## src/irpe_pkg.sv

```systemverilog
`default_nettype none

package irpe_pkg;

   // Protocol selector carried by a request.
   typedef enum logic [1:0] {
      MODE_NEC     = 2'd0,
      MODE_SAMSUNG = 2'd1,
      MODE_SONY    = 2'd2,
      MODE_UNSUP   = 2'd3
   } mode_type;

   localparam int CODE_W  = 32;
   localparam int COUNT_W = 6;
   localparam int MARK_W  = 14;
   localparam int SPACE_W = 13;
   localparam int KHZ_W   = 6;

   // Durations in microseconds.
   localparam logic [MARK_W-1:0]  NEC_HDR_MARK   = 14'd9000;
   localparam logic [MARK_W-1:0]  SAM_HDR_MARK   = 14'd4500;
   localparam logic [SPACE_W-1:0] NEC_HDR_SPACE  = 13'd4500;
   localparam logic [MARK_W-1:0]  NEC_BIT_MARK   = 14'd560;
   localparam logic [SPACE_W-1:0] NEC_ONE_SPACE  = 13'd1690;
   localparam logic [SPACE_W-1:0] NEC_ZERO_SPACE = 13'd560;
   localparam logic [MARK_W-1:0]  SONY_HDR_MARK  = 14'd2400;
   localparam logic [SPACE_W-1:0] SONY_SPACE     = 13'd600;
   localparam logic [MARK_W-1:0]  SONY_ONE_MARK  = 14'd1200;
   localparam logic [MARK_W-1:0]  SONY_ZERO_MARK = 14'd600;

   // Carrier frequencies (38000 Hz and 40000 Hz) in kHz.
   localparam logic [KHZ_W-1:0] NEC_KHZ  = 6'd38;
   localparam logic [KHZ_W-1:0] SONY_KHZ = 6'd40;

   // A classified request as it waits between front and back.
   typedef struct packed {
      mode_type              mode;
      logic [CODE_W-1:0]     code;
      logic [COUNT_W-1:0]    count;
   } cmd_type;

endpackage

`default_nettype wire

```

## src/irpe_if.sv

```systemverilog
`default_nettype none

interface irpe_req_if;
   logic        valid;
   logic        ready;
   logic [1:0]  mode;
   logic [31:0] code_value;
   logic [5:0]  bit_count;

   modport source (output valid, output mode, output code_value, output bit_count,
                   input ready);
   modport sink (input valid, input mode, input code_value, input bit_count,
                 output ready);
endinterface

interface irpe_rsp_if;
   logic        valid;
   logic        ready;
   logic [13:0] mark_us;
   logic [12:0] space_us;
   logic [5:0]  carrier_khz;
   logic        unsupported;
   logic        last_pair;

   modport source (output valid, output mark_us, output space_us, output carrier_khz,
                   output unsupported, output last_pair, input ready);
   modport sink (input valid, input mark_us, input space_us, input carrier_khz,
                 input unsupported, input last_pair, output ready);
endinterface

`default_nettype wire

```

## src/irpe_front.sv

```systemverilog
`default_nettype none

module irpe_front #(
   parameter int MAX_BITS = 32
) (
   irpe_req_if.sink          req_bus,
   output logic              push_valid,
   input  logic              push_ready,
   output irpe_pkg::cmd_type push_cmd
);
   import irpe_pkg::*;

   localparam logic [COUNT_W-1:0] MAX_CNT = COUNT_W'(MAX_BITS);

   logic count_bad;

   // A zero count or one beyond the limit sends the full limit.
   assign count_bad = (req_bus.bit_count == '0) || (req_bus.bit_count > MAX_CNT);

   always_comb begin
      push_cmd.mode  = mode_type'(req_bus.mode);
      push_cmd.code  = req_bus.code_value;
      push_cmd.count = count_bad ? MAX_CNT : req_bus.bit_count;
   end

   assign push_valid    = req_bus.valid;
   assign req_bus.ready = push_ready;

endmodule

`default_nettype wire

```

## src/irpe_queue.sv

```systemverilog
`default_nettype none

module irpe_queue (
   input  logic              clock,
   input  logic              reset,
   input  logic              push_valid,
   output logic              push_ready,
   input  irpe_pkg::cmd_type push_cmd,
   output logic              pop_valid,
   input  logic              pop_ready,
   output irpe_pkg::cmd_type pop_cmd
);
   import irpe_pkg::*;

   cmd_type    mem_ff [2];
   logic       wr_ptr_ff, wr_ptr_in;
   logic       rd_ptr_ff, rd_ptr_in;
   logic [1:0] fill_ff, fill_in;
   logic       do_push, do_pop;

   assign push_ready = (fill_ff != 2'd2);
   assign pop_valid  = (fill_ff != 2'd0);
   assign do_push    = push_valid && push_ready;
   assign do_pop     = pop_valid && pop_ready;
   assign pop_cmd    = mem_ff[rd_ptr_ff];

   always_comb begin
      wr_ptr_in = do_push ? ~wr_ptr_ff : wr_ptr_ff;
      rd_ptr_in = do_pop ? ~rd_ptr_ff : rd_ptr_ff;
      fill_in   = fill_ff + 2'(do_push) - 2'(do_pop);
   end

   always_ff @(posedge clock) begin
      if (reset) begin
         wr_ptr_ff <= 1'b0;
         rd_ptr_ff <= 1'b0;
         fill_ff   <= 2'd0;
      end else begin
         wr_ptr_ff <= wr_ptr_in;
         rd_ptr_ff <= rd_ptr_in;
         fill_ff   <= fill_in;
      end
   end

   always_ff @(posedge clock) begin
      if (do_push) begin
         mem_ff[wr_ptr_ff] <= push_cmd;
      end
   end

endmodule

`default_nettype wire

```

## src/irpe_back.sv

```systemverilog
`default_nettype none

module irpe_back (
   input  logic              clock,
   input  logic              reset,
   input  logic              pop_valid,
   output logic              pop_ready,
   input  irpe_pkg::cmd_type pop_cmd,
   irpe_rsp_if.source        rsp_bus
);
   import irpe_pkg::*;

   typedef enum logic [2:0] {
      ST_IDLE    = 3'b001,
      ST_BITS    = 3'b010,
      ST_TRAILER = 3'b100
   } state_type;

   state_type          state_ff, state_in;
   mode_type           mode_ff, mode_in;
   logic [CODE_W-1:0]  code_ff, code_in;
   logic [COUNT_W-1:0] left_ff, left_in;

   logic               vld_ff, vld_in;
   logic [MARK_W-1:0]  mark_ff, mark_in;
   logic [SPACE_W-1:0] space_ff, space_in;
   logic [KHZ_W-1:0]   khz_ff, khz_in;
   logic               unsup_ff, unsup_in;
   logic               last_ff, last_in;

   logic out_free, emit, last_bit;

   assign out_free  = !vld_ff || rsp_bus.ready;
   assign last_bit  = (left_ff == COUNT_W'(1));
   assign pop_ready = (state_ff == ST_IDLE) && out_free;

   always_comb begin
      state_in = state_ff;
      mode_in  = mode_ff;
      code_in  = code_ff;
      left_in  = left_ff;
      mark_in  = mark_ff;
      space_in = space_ff;
      khz_in   = khz_ff;
      unsup_in = unsup_ff;
      last_in  = last_ff;
      emit     = 1'b0;

      unique case (state_ff)
         ST_IDLE: begin
            if (pop_valid && out_free) begin
               emit     = 1'b1;
               mode_in  = pop_cmd.mode;
               code_in  = pop_cmd.code;
               left_in  = pop_cmd.count;
               unsup_in = 1'b0;
               last_in  = 1'b0;
               state_in = ST_BITS;
               unique case (pop_cmd.mode)
                  MODE_NEC: begin
                     mark_in  = NEC_HDR_MARK;
                     space_in = NEC_HDR_SPACE;
                     khz_in   = NEC_KHZ;
                  end
                  MODE_SAMSUNG: begin
                     mark_in  = SAM_HDR_MARK;
                     space_in = NEC_HDR_SPACE;
                     khz_in   = NEC_KHZ;
                  end
                  MODE_SONY: begin
                     mark_in  = SONY_HDR_MARK;
                     space_in = SONY_SPACE;
                     khz_in   = SONY_KHZ;
                  end
                  default: begin
                     mark_in  = '0;
                     space_in = '0;
                     khz_in   = '0;
                     unsup_in = 1'b1;
                     last_in  = 1'b1;
                     state_in = ST_IDLE;
                  end
               endcase
            end
         end
         ST_BITS: begin
            if (out_free) begin
               emit    = 1'b1;
               code_in = code_ff >> 1;
               left_in = left_ff - COUNT_W'(1);
               if (mode_ff == MODE_SONY) begin
                  mark_in  = code_ff[0] ? SONY_ONE_MARK : SONY_ZERO_MARK;
                  space_in = last_bit ? '0 : SONY_SPACE;
                  last_in  = last_bit;
                  if (last_bit) begin
                     state_in = ST_IDLE;
                  end
               end else begin
                  mark_in  = NEC_BIT_MARK;
                  space_in = code_ff[0] ? NEC_ONE_SPACE : NEC_ZERO_SPACE;
                  last_in  = 1'b0;
                  if (last_bit) begin
                     state_in = ST_TRAILER;
                  end
               end
            end
         end
         ST_TRAILER: begin
            if (out_free) begin
               emit     = 1'b1;
               mark_in  = NEC_BIT_MARK;
               space_in = '0;
               last_in  = 1'b1;
               state_in = ST_IDLE;
            end
         end
         default: begin
            state_in = ST_IDLE;
         end
      endcase

      vld_in = emit ? 1'b1 : (vld_ff && !rsp_bus.ready);
   end

   always_ff @(posedge clock) begin
      if (reset) begin
         state_ff <= ST_IDLE;
         vld_ff   <= 1'b0;
      end else begin
         state_ff <= state_in;
         vld_ff   <= vld_in;
      end
   end

   always_ff @(posedge clock) begin
      mode_ff  <= mode_in;
      code_ff  <= code_in;
      left_ff  <= left_in;
      mark_ff  <= mark_in;
      space_ff <= space_in;
      khz_ff   <= khz_in;
      unsup_ff <= unsup_in;
      last_ff  <= last_in;
   end

   assign rsp_bus.valid       = vld_ff;
   assign rsp_bus.mark_us     = mark_ff;
   assign rsp_bus.space_us    = space_ff;
   assign rsp_bus.carrier_khz = khz_ff;
   assign rsp_bus.unsupported = unsup_ff;
   assign rsp_bus.last_pair   = last_ff;

endmodule

`default_nettype wire

```

## src/ir_remote_pulse_encoder.sv

```systemverilog
// A request passes the queue and the output register before its header pair is valid.
// A burst holds count+2 pairs for NEC and Samsung, count+1 for Sony and one for an
// unsupported mode, at most 34; the pair sequencer emits one pair a cycle unless stalled.
// Bursts follow one another with no gap while the two-entry request queue holds work.
// Reset is synchronous and active high; it empties the queue and the output register.
`default_nettype none

module ir_remote_pulse_encoder #(
   parameter int MAX_BITS = 32
) (
   input wire logic   clock,
   input wire logic   reset,
   irpe_req_if.sink   req_bus,
   irpe_rsp_if.source rsp_bus
);
   import irpe_pkg::*;

   // The front stage normalizes the bit count and types the protocol mode.
   // Its output goes straight into a two-entry queue, so a new request
   // transaction can be taken while the back end is still emitting a burst.
   logic    push_valid, push_ready;
   cmd_type push_cmd;

   logic    pop_valid, pop_ready;
   cmd_type pop_cmd;

   irpe_front #(
      .MAX_BITS (MAX_BITS)
   ) u_front (
      .req_bus    (req_bus),
      .push_valid (push_valid),
      .push_ready (push_ready),
      .push_cmd   (push_cmd)
   );

   irpe_queue u_queue (
      .clock      (clock),
      .reset      (reset),
      .push_valid (push_valid),
      .push_ready (push_ready),
      .push_cmd   (push_cmd),
      .pop_valid  (pop_valid),
      .pop_ready  (pop_ready),
      .pop_cmd    (pop_cmd)
   );

   // The back end pops one command, loads the header pair in the same cycle,
   // then shifts the code word one bit per pair and closes NEC and Samsung
   // bursts with a trailer. Every pair lands in an output register, and the
   // sequencer advances only when that register is empty or being drained,
   // so a stalled result transaction simply freezes the burst.
   irpe_back u_back (
      .clock     (clock),
      .reset     (reset),
      .pop_valid (pop_valid),
      .pop_ready (pop_ready),
      .pop_cmd   (pop_cmd),
      .rsp_bus   (rsp_bus)
   );

endmodule

`default_nettype wire

```

## src/flat_wrapper.sv

```systemverilog
// flat-port wrapper written by rule: the top's interface ports become plain ports
module ir_remote_pulse_encoder_flat import irpe_pkg::*;
#(
   parameter int MAX_BITS = 32
)
  (clock, reset, req_bus_valid, req_bus_mode, req_bus_code_value, req_bus_bit_count, req_bus_ready, rsp_bus_valid, rsp_bus_mark_us, rsp_bus_space_us, rsp_bus_carrier_khz, rsp_bus_unsupported, rsp_bus_last_pair, rsp_bus_ready);
  irpe_req_if req_bus_i ();
  irpe_rsp_if rsp_bus_i ();
  input wire logic clock;
  input wire logic reset;
  input wire logic [$bits(req_bus_i.valid)-1:0] req_bus_valid;
  input wire logic [$bits(req_bus_i.mode)-1:0] req_bus_mode;
  input wire logic [$bits(req_bus_i.code_value)-1:0] req_bus_code_value;
  input wire logic [$bits(req_bus_i.bit_count)-1:0] req_bus_bit_count;
  output wire logic [$bits(req_bus_i.ready)-1:0] req_bus_ready;
  output wire logic [$bits(rsp_bus_i.valid)-1:0] rsp_bus_valid;
  output wire logic [$bits(rsp_bus_i.mark_us)-1:0] rsp_bus_mark_us;
  output wire logic [$bits(rsp_bus_i.space_us)-1:0] rsp_bus_space_us;
  output wire logic [$bits(rsp_bus_i.carrier_khz)-1:0] rsp_bus_carrier_khz;
  output wire logic [$bits(rsp_bus_i.unsupported)-1:0] rsp_bus_unsupported;
  output wire logic [$bits(rsp_bus_i.last_pair)-1:0] rsp_bus_last_pair;
  input wire logic [$bits(rsp_bus_i.ready)-1:0] rsp_bus_ready;
  assign req_bus_i.valid = req_bus_valid;
  assign req_bus_i.mode = req_bus_mode;
  assign req_bus_i.code_value = req_bus_code_value;
  assign req_bus_i.bit_count = req_bus_bit_count;
  assign req_bus_ready = req_bus_i.ready;
  assign rsp_bus_valid = rsp_bus_i.valid;
  assign rsp_bus_mark_us = rsp_bus_i.mark_us;
  assign rsp_bus_space_us = rsp_bus_i.space_us;
  assign rsp_bus_carrier_khz = rsp_bus_i.carrier_khz;
  assign rsp_bus_unsupported = rsp_bus_i.unsupported;
  assign rsp_bus_last_pair = rsp_bus_i.last_pair;
  assign rsp_bus_i.ready = rsp_bus_ready;
  ir_remote_pulse_encoder #(.MAX_BITS(MAX_BITS)) u_core (.clock(clock), .reset(reset), .req_bus(req_bus_i), .rsp_bus(rsp_bus_i));
endmodule
```

## config.mk

```make
export PLATFORM = sky130hd
export DESIGN_NAME = ir_remote_pulse_encoder_flat
export DESIGN_NICKNAME = d
export VERILOG_FILES = /design/src/irpe_pkg.sv /design/src/irpe_if.sv /design/src/irpe_front.sv /design/src/irpe_queue.sv /design/src/irpe_back.sv /design/src/ir_remote_pulse_encoder.sv /design/src/flat_wrapper.sv
export SDC_FILE = /design/constraint.sdc
export NUM_CORES = 1
export LEC_CHECK = 0
export BUFFER_PORTS_ARGS = -buffer_cell sky130_fd_sc_hd__buf_2
export CORE_AREA = 3 3 109 111
export CTS_BUF_LIST = sky130_fd_sc_hd__clkbuf_2 sky130_fd_sc_hd__clkbuf_4 sky130_fd_sc_hd__clkbuf_8
export DETAILED_ROUTE_END_ITERATION = 10
export DIE_AREA = 0 0 112 114
export MAX_ROUTING_LAYER = met4
export PLACE_DENSITY = 0.76
export SYNTH_ARGS = -nofsm -noshare
export SYNTH_HDL_FRONTEND = slang
export SYNTH_SLANG_ARGS = --single-unit
```

## constraint.sdc

```tcl
create_clock -name clock -period 5 [get_ports clock]
set_input_delay 0.25 -clock clock [delete_from_list [all_inputs] [get_ports clock]]
set_output_delay 0.25 -clock clock [all_outputs]
set_load 0.01 [all_outputs]
```

==> flow_summary.yaml <==
floorplan:
  chipWidth_um: 112
  initial_core_util_pct: 55.5
  io_pins: 81
  num_rows: 38
  die_h_um: 114
  die_area_um2: 12800
  fp.coreArea_um2: 10900
routing:
  drtPass1Iterations: 4
  via_per_inst: 5.16
  vias: 3399
  wl_per_cell_um: 14.2
  drt_wl_total_um: 9380
  antenna_left: 0
  drt_iter0_drc: 142
  drc: 0
finish:
  postLayoutCellArea_um2: 7200
  final_layout_size_suffix_gt1_share_pct: 23.1
  syn_to_final_growth_pct: 19.3
  final_util_pct: 66.2
  diodes: 0
  final_nets: 554
synth:
  ys_seq_area_share_pct: 74.6
  netlist_area_um2: 6040
  synthArstFlopShare_pct: 0
  syn_area_per_cell_um2: 15.1
  yosysUniqueCellTypes: 34
  synth_area_leaders: "edfxtp_1 72%, mux2i_1 6.0%, o21ai_0 3.6%"
  synth-seq-cells: 153
  synth_edf_count: 144
  yosys.area.top_type: "edfxtp_1"
  netlist_top_cells_count: "144 x edfxtp_1, 44 x o21ai_0, 42 x nand2_1"
  yosys_warnings: 0
  syn_inst: 399
  synth_top_area_share_pct: 71.6
  synthFlopType: "edfxtp_1"
  yosysMostFrequentCell: "edfxtp_1"
setup_path:
  cp_max_fo: 45
  required_ns: 5.27
  critical_path_class: "reg -> reg"
  start_kind: "flop"
  end_kind: "flop"
  critPathArrivalTime_ns: 2.35
timing:
  finalHoldWorstSlack_ns: 0.0278
  setup_viol: 0
  finalClockSkew_ns: 0.0153
  final_max_slew_viol_count: 0
  layout_setup_ws_ns: 2.91
  rsz0062_at_grt: "no"
  period_minus_slack_ns: 2.09
  slew_headroom_pct: 19.9
  max_freq_mhz: 480
  tightest_slew_ns: 1.20
  hold_violations: 0
  tns_ns: 0
  period_share_pct: 41.7
clock_network:
  clkTransAtPathRegs_ns: 0.08
  cts-htree-levels: 4
  ctsResizeCount: 0
  clockBufferDepth: 2
  clk_latency_ns: 0.43
  clockRootBuffer: "clkbuf_8"
  cts_made_buffers: 17
  clkSinkCount: 153
  cts_setup_buffers: 0
  ctsHoldBuffers: 30
  cts_tree: "built"
placed_design:
  portBuffers: 74
  hpwlAfterDp_um: 5730
  gp_congestion: 0.860
  place_area_um2: 6500
  post-place-ws_ns: 2.97
grt:
  antenna_found_initial: 0
  grt_pass1_vias: 3416
  grt_usage_pct: 16.2
  grt_pass1_wl_um: 15800
  overflow: 0
  grt_max_degree: 81
pwr:
  irDropWorstVdd_v: 0.000256
  p_leak_nw: 2.59
  power.density_nw_per_um2: 548
min_path:
  min_path_type: "in -> reg"
job:
  drv_cap: 0
status:
  status: "complete, no violations"
[area by class of cell]
cell class              instances  area [um2]
clock buffers                  17         234
fillers                       775        3680
flip-flops and latches        153        4510
repair buffers                109         708
well taps                     140         175
inverters                      11        41.3
multi-input cells             214        1370
clock inverters                15         173
[worst max-delay path, stage by stage, from the launching register on]
cell     delay [ns]
dfxtp_2        0.32
buf_4          0.54
nor2b_1        0.13
a21oi_1        0.33
inv_1          0.13
nor2_1         0.18
nand2_1        0.13
o21ai_0        0.12
[power by group]
group	switching (W)	internal, W	total [W]
Combinational	0.000597	0.000365	0.000962
Sequential	0.000132	0.00191	0.00204
Clock	0.000483	0.000462	0.000945
[state kept, by name, summed over array words and instances (netlist names), 2 cells and up, named ones only]
name,count
u_core.u_back.code_ff,32
u_core.u_queue.mem_ff,80
u_core.u_back.mode_ff,2
u_core.u_back.left_ff,6
u_core.u_back.rsp_bus.space_us,8
u_core.u_back.rsp_bus.carrier_khz,3
u_core.u_back.rsp_bus.mark_us,11
u_core.u_queue.fill_ff,2
u_core.u_back.state_ff,3
[cell usage in the layout, fill, tap and decap left out, drive strengths merged, types with 4 or more instances in the layout]
cell type	count
conb	6
nand2	42
a21oi	8
nor2b	14
clkbuf	17
inv	21
nand2b	6
edfxtp	144
buf	79
mux2i	36
ha	4
xor2	6
nor3	6
dfxtp	9
dlygate4sd3	30
nor2	17
o21ai	45
nor4	4
[kinds of logic after synthesis]
group	share of synthesized area (%)
flops	74.6
simple gates	8.10
compound gates	5.97
buf+inv	3.34
mux	5.97
xor+xnor	1.16
fa+ha+maj	0.829
other cells	0.0621
[layer usage]
layer	GRT usage, %	part of all wire (%)
met4	5.69	1.3
met5	-	0
met2	27.6	51
met3	4.30	4.8
met1	18.9	43
[final timing paths]
path | startpoint | endpoint | slack [ns] | cells past startpoint
min | req_bus_code_value[4] | u_core.u_queue.mem_ff[0][10]$_DFFE_PP_ | 0.03 | 1
min reg2reg | u_core.u_back.code_ff[14]$_DFFE_PP_ | u_core.u_back.code_ff[13]$_DFFE_PP_ | 0.52 | 2
max | flop | u_core.u_back.rsp_bus.mark_us[6]$_DFFE_PP_ | 2.91 | 7
max reg2reg | flop | u_core.u_back.rsp_bus.mark_us[6]$_DFFE_PP_ | 2.91 | 7
[stage by stage]
stage | power, W | cells
after floorplan | 0.00274 | 404
after global placement | 0.00298 | 597
after detailed placement | 0.00303 | 597
after CTS | 0.00399 | 659
after global routing | 0.00418 | 659
final | 0.00395 | 659
Power figures use the tool's default switching activity.
